## config.mk

```make
export PLATFORM = sky130hd
export DESIGN_NAME = ssd_ctrl
export DESIGN_NICKNAME = d
export VERILOG_FILES = /design/src/ssd_pkg.sv /design/src/ssd_ctrl.sv
export SDC_FILE = /design/constraint.sdc
export NUM_CORES = 1
export LEC_CHECK = 0
export BUFFER_PORTS_ARGS = -buffer_cell sky130_fd_sc_hd__buf_2
export CORE_MARGIN = 3
export CORE_UTILIZATION = 55
export DETAILED_ROUTE_END_ITERATION = 6
export PLACE_DENSITY_LB_ADDON = 0.05
export SLEW_MARGIN = 20
export SYNTH_ARGS = -nofsm -noshare
export SYNTH_HDL_FRONTEND = slang
export SYNTH_SLANG_ARGS = --single-unit
```

## constraint.sdc

```tcl
create_clock -name clk -period 17.6 [get_ports clk]
set_input_delay 2.64 -clock clk [delete_from_list [all_inputs] [get_ports clk]]
set_output_delay 2.64 -clock clk [all_outputs]
set_load 0.01 [all_outputs]
```

## src/ssd_pkg.sv

```systemverilog
// Shared constants and types for the SSD stereo disparity block.
package ssd_pkg;
	localparam int MaxWidth = 1024;
	localparam int MaxHalf = 7;
	localparam int MaxDisp = 64;
	localparam int StoreLines = 2 * MaxHalf + 1;
	localparam int ColW = $clog2(MaxWidth);
	localparam int LineW = $clog2(StoreLines);
	localparam int AddrW = $clog2(StoreLines * MaxWidth);
	localparam int ShiftW = $clog2(MaxDisp + 1);
	localparam int HalfW = $clog2(MaxHalf + 1);
	localparam int CostW = 24;
	localparam int RowW = 12;

	localparam logic [1:0] RegDisp = 2'd0;
	localparam logic [1:0] RegHalf = 2'd1;
	localparam logic [1:0] RegWidth = 2'd2;
	localparam logic [1:0] RegHeight = 2'd3;

	// Commands from the controller to the datapath.
	typedef struct packed {
		logic store;      // write the accepted pixel pair
		logic clr_sum;    // start a new shift
		logic rd;         // issue a window read
		logic acc;        // accumulate the read data of the previous read
		logic judge;      // compare the finished sum with the best so far
		logic load_out;   // held low by the controller and not used by the datapath
	} ssd_cmd_t;
endpackage

```

## src/ssd_ctrl.sv

```systemverilog
// Controller: pixel counters, window address sequencing and handshakes.
module ssd_ctrl import ssd_pkg::*; (
	input  logic               clk,
	input  logic               arst_n,
	input  logic               in_valid,
	output logic               in_ready,
	output logic               out_valid,
	input  logic               out_ready,
	input  logic               cfg_valid,
	output logic               cfg_ready,
	input  logic [1:0]         cfg_index,
	input  logic [11:0]        cfg_data,
	output ssd_cmd_t           cmd,
	output logic [AddrW-1:0]   wr_addr,
	output logic [AddrW-1:0]   rd_addr_l,
	output logic [AddrW-1:0]   rd_addr_r,
	output logic [ShiftW-1:0]  cur_shift,
	output logic               first_shift,
	output logic [RowW-1:0]    center_row,
	output logic [ColW-1:0]    center_col
);
	typedef enum logic [2:0] {IDLE, READ, DRAIN, JUDGE, DONE} state_t;
	state_t state_q;

	logic [6:0]  disp_q;
	logic [2:0]  half_q;
	logic [10:0] width_q;
	logic [11:0] height_q;
	logic [RowW-1:0] row_q;
	logic [ColW-1:0] col_q, c_q;
	logic [LineW-1:0] line_q, wline_q, rline_q;
	logic [HalfW:0] i_q, j_q;
	logic [ShiftW-1:0] shift_q;
	logic [1:0] drain_q;

	logic [10:0] w_eff;
	logic [11:0] h_eff;
	logic [HalfW-1:0] h_e;
	logic [ShiftW-1:0] nd;
	logic [HalfW:0] span;
	logic [RowW-1:0] r_c;
	logic [ColW-1:0] c_c;
	logic in_acc, has_out, last_col;
	logic [ColW:0] lc;

	assign w_eff = (width_q == 0) ? 11'd1 : (width_q > 11'(MaxWidth)) ? 11'(MaxWidth) : width_q;
	assign h_eff = (height_q == 0) ? 12'd1 : height_q;
	assign h_e = (half_q > 3'(MaxHalf)) ? HalfW'(MaxHalf) : HalfW'(half_q);
	assign nd = (disp_q == 0) ? ShiftW'(1) : (disp_q > 7'(MaxDisp)) ? ShiftW'(MaxDisp)
		: ShiftW'(disp_q);
	assign span = {h_e, 1'b0};
	assign r_c = (row_q >= h_eff) ? RowW'(h_eff - 12'd1) : row_q;
	assign c_c = (11'(col_q) >= w_eff) ? ColW'(w_eff - 11'd1) : col_q;
	assign in_acc = in_valid && in_ready;
	assign has_out = (r_c >= RowW'(span)) && (c_c >= ColW'(span));
	assign last_col = (11'(c_c) + 11'd1 >= w_eff);

	// A pending configuration word takes priority over pixel words.
	assign in_ready = (state_q == IDLE) && !cfg_valid;
	assign cfg_ready = (state_q == IDLE);
	assign out_valid = (state_q == DONE);
	assign cur_shift = shift_q;
	assign first_shift = (shift_q == 0);
	assign wr_addr = AddrW'(line_q) * AddrW'(MaxWidth) + AddrW'(c_c);
	assign lc = (ColW+1)'(c_q) - (ColW+1)'(span) + (ColW+1)'(j_q);
	assign rd_addr_l = AddrW'(rline_q) * AddrW'(MaxWidth) + AddrW'(lc);
	assign rd_addr_r = AddrW'(rline_q) * AddrW'(MaxWidth) + AddrW'(lc - (ColW+1)'(shift_q));

	always_comb begin
		cmd = '0;
		cmd.store = in_acc;
		cmd.clr_sum = in_acc || (state_q == JUDGE);
		cmd.rd = (state_q == READ);
		cmd.acc = drain_q[0];
		cmd.judge = (state_q == JUDGE);
		cmd.load_out = 1'b0;
	end

	always_ff @(posedge clk or negedge arst_n) begin
		if (!arst_n) begin
			state_q <= IDLE;
			disp_q <= 7'd64; half_q <= 3'd3; width_q <= 11'd640; height_q <= 12'd480;
			row_q <= '0; col_q <= '0; line_q <= '0;
			drain_q <= '0; i_q <= '0; j_q <= '0; shift_q <= '0;
			c_q <= '0; wline_q <= '0; rline_q <= '0;
			center_row <= '0; center_col <= '0;
		end else begin
			drain_q <= {drain_q[0], state_q == READ};
			case (state_q)
				IDLE: begin
					if (cfg_valid) begin
						case (cfg_index)
							RegDisp: disp_q <= cfg_data[6:0];
							RegHalf: half_q <= cfg_data[2:0];
							RegWidth: width_q <= cfg_data[10:0];
							RegHeight: height_q <= cfg_data;
							default: ;
						endcase
						row_q <= '0; col_q <= '0; line_q <= '0;
					end else if (in_valid) begin
						c_q <= c_c;
						// Oldest window line sits span lines back in the ring.
						wline_q <= (line_q >= LineW'(span)) ? line_q - LineW'(span)
							: LineW'(line_q + LineW'(StoreLines) - LineW'(span));
						rline_q <= (line_q >= LineW'(span)) ? line_q - LineW'(span)
							: LineW'(line_q + LineW'(StoreLines) - LineW'(span));
						i_q <= '0; j_q <= '0; shift_q <= '0;
						center_row <= r_c - RowW'(h_e);
						center_col <= c_c - ColW'(h_e);
						if (last_col) begin
							col_q <= '0;
							if (12'(r_c) + 12'd1 >= h_eff) begin
								row_q <= '0; line_q <= '0;
							end else begin
								row_q <= r_c + 1'b1;
								line_q <= (line_q == LineW'(StoreLines - 1)) ? '0 : line_q + 1'b1;
							end
						end else begin
							col_q <= c_c + 1'b1;
							row_q <= r_c;
						end
						if (has_out) state_q <= READ;
					end
				end
				READ: begin
					if (j_q == span) begin
						j_q <= '0;
						rline_q <= (rline_q == LineW'(StoreLines - 1)) ? '0 : rline_q + 1'b1;
						if (i_q == span) begin
							i_q <= '0;
							state_q <= DRAIN;
						end else i_q <= i_q + 1'b1;
					end else j_q <= j_q + 1'b1;
				end
				DRAIN: if (!drain_q[0] && !drain_q[1]) state_q <= JUDGE;
				JUDGE: begin
					rline_q <= wline_q;
					if (shift_q + 1'b1 < nd &&
						ColW'(shift_q + 1'b1) <= center_col - ColW'(h_e)) begin
						shift_q <= shift_q + 1'b1;
						state_q <= READ;
					end else state_q <= DONE;
				end
				DONE: if (out_ready) state_q <= IDLE;
				default: state_q <= IDLE;
			endcase
		end
	end
endmodule

```

==> impl_metrics.yaml, run 1 <==
outcome:
  status: "completed"
detailed_routing:
  drt-total-wl_mm: 26.3
  final_antenna_net_count: 0
  vias_per_cell: 6.01
  drt_iter0_drc: 714
  wl_per_cell_um: 18.3
  dr.pass1.iters: 5
  vias: 8631
  drc: 0
layout:
  syn_to_final_growth_pct: 13.2
  final_cell_mix: "nand2_1 (119), ha_1 (111), dfrtp_1 (110)"
  final_common_cell: "nand2_1"
  drive_gt1_share_pct: 16.7
  stdcell_area_um2: 11200
  antenna_cells: 0
  seqCellArea_um2: 2990
  fin_nets: 1338
  n_fill_cell: 1489
  multiInputGateArea_um2: 6470
place:
  placed_cell_area_um2: 10600
  dp_slack_ns: 9.89
  post-dp-hpwl_mm: 20.2
  portBuffers: 98
  routabilityCongestion: 0.899
cts:
  h-tree-depth: 4
  cts_buffer_depth: 2
  clkLatencyLatePin_ns: 0.43
  cts.sinks: 119
  path_clk_slew_ns: 0.05
  cts_resized: 0
  post_cts_buffers: 0
  cts_tree: "yes"
  hold_buffers: 0
  root_buffer: "clkbuf_16"
  numCtsBuffers: 17
sta:
  hold_slack_ns: 0.394
  post-route-min-period_ns: 8.15
  drv_slew: 0
  setup_viol: 0
  hold_viol_final: 0
  rsz0062_at_grt: "no"
  maxSlewHeadroom_pct: 28.2
  fin_crit_sh_pct: 46.3
  setup_slack_ns: 9.45
  fin_skew_ns: 0.00857
  max_freq_mhz: 123
  tightest_slew_ns: 1.07
  tns_ns: 0
setup_path:
  cpMaxStageDelayCell: "dfstp_2"
  critPathMaxFanout: 8
  start_kind: "flip-flop"
  worstSetupPathType: "flip-flop to output pin"
  critPathTopFamily: "adder cells"
  crit_chain: "inv_1, fa_1, ha_1, o21ai_1, a211oi_1, xor2_1, ha_1, or2_2, a21oi_1, a21oi_1, nor3_1, or3b_1, inv_1, ha_1, a21o_1, a21oi_1, xnor2_1, xnor2_1, buf_2"
  cp.required_ns: 14.96
  end_kind: "output pin"
  crit_buf_inv: 3
  arrival_ns: 5.51
  cp_slowest_stage_delay_ns: 0.64
synth:
  syn_area_per_cell_um2: 8.93
  ys_seq_area_share_pct: 30.1
  syn_nets: 1252
  ys_warn_count: 0
  synth_top_area_share_pct: 27.7
  synth_ff_type: "dfrtp_1"
  synthTopCellsByArea: "dfrtp_1 (28%), ha_1 (14%), mux2_2 (4.6%)"
  synthDistinctLibCells: 77
  synth_top_area_cell: "dfrtp_1"
  synth_cells: 1112
  ys_ff_latch: 119
  synth_area_um2: 9930
  ys_async_sr_fraction_pct: 100
  synth_edf_count: 0
grt:
  track_usage_pct: 27.1
  grt_start_max_net_pins: 77
  grt.overflow.total: 0
  grt_pass1_vias: 8171
  grt_antenna_before_repair: 0
  grt_pass1_wl_mm: 43.1
die:
  die_h_um: 140
  die_x_um: 140
  die_area_um2: 19700
  core_area_um2: 17500
  start_util_pct: 56.8
  row_count: 48
  ioPinCount: 100
hold_path:
  hold_path_class: "flip-flop to flip-flop"
run:
  drv_cap: 0
routing by layer:
layer	part of all wire [%]	GRT usage (%)	vias up	wire length [um]
li1	-	-	4179	-
met3	5.9	5.09	48	1550
met1	45	37.4	4125	11900
met2	47	43.7	279	12300
met4	2.5	8.11	0	654
met5	0	0	-	0
metrics by stage:
stage | utilization [%] | std cells
after global placement | 60.7 | 1404
after global routing | 64.3 | 1436
after detailed placement | 60.7 | 1404
after CTS | 64.3 | 1436
final | 64.3 | 1436
after floorplan | - | 1112
sequential cells by signal, indices dropped and copies added, names as in the netlist, 3 cells and up:
| name | count |
|---|---|
| center_row | 12 |
| height_q | 12 |
| row_q | 12 |
| width_q | 11 |
| c_q | 10 |
| center_col | 10 |
| col_q | 10 |
| cur_shift | 7 |
| disp_q | 7 |
| i_q | 4 |
| j_q | 4 |
| line_q | 4 |
| rline_q | 4 |
| wline_q | 4 |
| half_q | 3 |
| state_q | 3 |
worst paths after layout:
| path | start | to | slack (ns) | cells past startpoint |
|---|---|---|---|---|
| hold / removal | drain_q[0] | drain_q[1] | 0.39 | 0 |
| min in group asynchronous | arst_n | wline_q[3] | 2.21 | 1 |
| setup reg to reg | width_q[3] | line_q[2] | 10.35 | 25 |
| setup / recovery | half_q[1] | rd_addr_r[13] | 9.45 | 19 |
| hold reg to reg | drain_q[0] | drain_q[1] | 0.39 | 0 |
| max in group asynchronous | arst_n | height_q[10] | 14.00 | 2 |
cells in the mapped netlist, types with 4 or more instances:
cell / count
fa_1: 10
inv_1: 81
nor3b_1: 7
dfrtp_1: 110
nor3_1: 25
or4_1: 5
nand3_1: 23
a31oi_1: 7
or3_1: 7
mux2i_1: 28
a211oi_1: 13
a21oi_1: 39
nand2b_1: 14
o21ai_0: 48
o211ai_1: 5
a21o_1: 17
o2111ai_1: 5
o21ai_1: 30
mux2_2: 41
and2_1: 9
nand4_1: 10
nor2_1: 71
buf_2: 7
and3_1: 9
o31ai_1: 12
ha_1: 111
dfstp_2: 9
nor4_1: 14
xor2_1: 31
nand2_1: 120
nor2b_1: 16
clkbuf_1: 26
a221o_1: 12
o21a_1: 4
xnor2_1: 52
a22o_1: 10
area by class of cell:
class / count / share of cell area (%)
Timing Repair Buffer: 106 / 4.92
Sequential cell: 119 / 26.6
Multi-Input combinational cell: 870 / 57.5
Clock buffer: 24 / 4.37
Inverter: 84 / 2.81
Tap cell: 225 / 2.50
Clock inverter: 8 / 1.27
worst register-to-register path: cells and delay by family, from the launching register on:
kind | cells | cell delay [ns]
compound gates | 11 | 2.84
simple gates | 6 | 1.73
fa+ha+maj | 3 | 0.76
mux | 2 | 0.64
flops | 1 | 0.48
buf+inv | 2 | 0.42
xor+xnor | 1 | 0.30
cell families after synthesis:
kind of cell | Yosys count | share of synthesized area, %
buffers and inverters | 123 | 4.93
adder cells (fa/ha/maj) | 121 | 16.0
AND/OR/NAND/NOR | 352 | 17.6
flip-flops | 119 | 30.1
XOR/XNOR | 83 | 7.32
AO/OA/AOI/OAI | 242 | 16.2
multiplexers | 71 | 7.81
other | 1 | 0.0378
Power of run 1 is left out: the tool's default activity adds up to more than one toggle a clock period on the data nets, which glitch-free logic cannot reach.
==> run 2, diff against run 1 <==
clock period = 6.6 ns   (was 17.6 ns; I/O delays follow)
==> impl_metrics.yaml, run 2 (synthesized netlist as in run 1, its figures left out) <==
setup_path:
  critPathMaxFanout: 5
  worstReg2RegEnd: "row_q[7]"
  start_kind: "flip-flop"
  cp_slowest_stage_delay_ns: 0.59
  crit_chain: "clkinvlp_4, fa_1, ha_1, o21ai_1, nor2b_1, xnor2_1, ha_1, a21boi_1, o21ai_0, a21oi_1, nor3_1, or3b_1, inv_1, ha_1, a21o_1, a21oi_1, xnor2_1, xnor2_1, buf_2"
  reg2reg_slack_ns: 0.49
  crit_buf_inv: 3
  r2r_start: "width_q[3]"
  end_kind: "output pin"
  cp.required_ns: 5.61
  cpMaxStageDelayCell: "dfstp_2"
  ff2ff_path_depth: 24
  critPathTopFamily: "adder cells"
  worstSetupPathType: "flip-flop to output pin"
  arrival_ns: 5.21
sta:
  fin_skew_ns: 0.00806
  tightest_slew_ns: 1.03
  hold_slack_ns: 0.405
  max_freq_mhz: 161
  tns_ns: 0
  maxSlewHeadroom_pct: 30.9
  setup_viol: 0
  drv_slew: 0
  hold_viol_final: 0
  post-route-min-period_ns: 6.20
  fin_crit_sh_pct: 94.0
  rsz0062_at_grt: "no"
grt:
  grt.overflow.total: 0
  grt_antenna_before_repair: 1
  grt_start_max_net_pins: 77
  track_usage_pct: 28.0
  grt_pass1_wl_mm: 44.6
  grt_pass1_vias: 8476
cts:
  clkLatencyLatePin_ns: 0.43
  cts_buffer_depth: 2
  cts.sinks: 119
  numCtsBuffers: 17
  h-tree-depth: 4
  root_buffer: "clkbuf_16"
  hold_buffers: 0
  path_clk_slew_ns: 0.06
  cts_tree: "yes"
die:
  ioPinCount: 100
  die_area_um2: 19700
  core_area_um2: 17500
  die_x_um: 140
  start_util_pct: 56.8
  row_count: 48
  die_h_um: 140
detailed_routing:
  vias_per_cell: 5.96
  drt_iter0_drc: 542
  dr.pass1.iters: 5
  vias: 8661
  final_antenna_net_count: 0
  wl_per_cell_um: 18.6
  drt-total-wl_mm: 27.0
  drc: 0
hold_path:
  hold_start: "drain_q[0]"
  hold_path_class: "flip-flop to flip-flop"
  hold_depth: 0
  whs_endpoint: "drain_q[1]"
layout:
  antenna_cells: 0
  drive_gt1_share_pct: 18.3
  final_cell_mix: "nand2_1 (119), ha_1 (111), dfrtp_1 (110)"
  fin_cells: 1453
  syn_to_final_growth_pct: 14.1
  final_common_cell: "nand2_1"
  fin_nets: 1355
  reg.largest.list: "center_row: 12 flops, height_q: 12 flops, row_q: 12 flops"
place:
  portBuffers: 98
  post-dp-hpwl_mm: 20.5
  routabilityCongestion: 0.953
  dp_cells: 1415
run:
  drv_cap: 0
outcome:
  status: "completed"
==> run 2: cell count changes in the layout (fill, tap and decap cells not counted), moves of 2 or more <==
| cell | previous run | this run |
|---|---|---|
| bufinv_16 | 4 | 2 |
| clkbuf_8 | 4 | 0 |
| buf_4 | 9 | 25 |
| inv_6 | 0 | 3 |
| clkinvlp_4 | 1 | 5 |
| clkbuf_1 | 3 | 0 |
| clkinv_4 | 0 | 2 |
==> run 2: area by class of cell <==
class | instances | area (um^2)
fill | 1523 | 6150
sequential | 119 | 2990
multi-input combinational | 870 | 6480
tap | 225 | 282
clock inverter | 15 | 154
inverter | 84 | 319
clock buffer | 17 | 425
timing repair buffer | 123 | 684
==> run 2: worst max path at each step <==
stage / startpoint / end / slack [ns] / depth (start not counted)
floorplan: width_q[3] / row_q[1] / 0.75 / 26
global placement: half_q[1] / rd_addr_r[13] / 0.64 / 19
detailed placement: half_q[1] / rd_addr_r[13] / 0.49 / 19
CTS: half_q[1] / rd_addr_r[13] / 0.02 / 19
global route: half_q[1] / rd_addr_r[13] / 0.003 / 19
finish: half_q[1] / rd_addr_r[13] / 0.40 / 19
==> run 2: what timing repair did <==
item | CTS | global route
gates resized for setup | 0 | 3
setup endpoints to repair | 0 | 22
buffers inserted | 0 | 6
==> run 2: through the flow <==
stage / setup WS (ns) / util, % / area (um^2)
after global placement: 0.637 / 61.2 / 10700
after global routing: 0.00327 / 64.8 / 11300
after floorplan: 0.755 / - / 9930
after CTS: 0.0226 / 64.5 / 11300
after detailed placement: 0.490 / 61.2 / 10700
final: 0.398 / 64.8 / 11300
==> run 2: per-layer routing <==
layer | routed length, um | global-route usage (%) | vias to the layer above | share of wire [%]
met4 | 481 | 7.45 | 2 | 1.8
li1 | - | - | 4200 | -
met2 | 12900 | 46.6 | 240 | 48
met1 | 12300 | 38.1 | 4179 | 46
met5 | 13 | 0 | - | 0.048
met3 | 1290 | 4.47 | 40 | 4.8
==> run 2: worst register-to-register path, stage by stage (launching register included) <==
cell	delay [ns]
dfrtp_1	0.48
nor4_2	0.40
nor3b_1	0.34
a22o_1	0.30
ha_1	0.26
nand2b_1	0.14
a211o_1	0.31
a21oi_1	0.27
o22ai_2	0.15
mux2i_1	0.27
inv_1	0.15
ha_1	0.22
nand3b_1	0.09
mux2i_1	0.36
o2111ai_1	0.19
xnor2_1	0.25
ha_1	0.27
o21a_1	0.10
o21ai_0	0.20
o21ai_0	0.13
a211oi_1	0.23
buf_4	0.21
and2_1	0.40
and2_1	0.19
a221o_1	0.11
Power of run 2 is left out for the same reason.
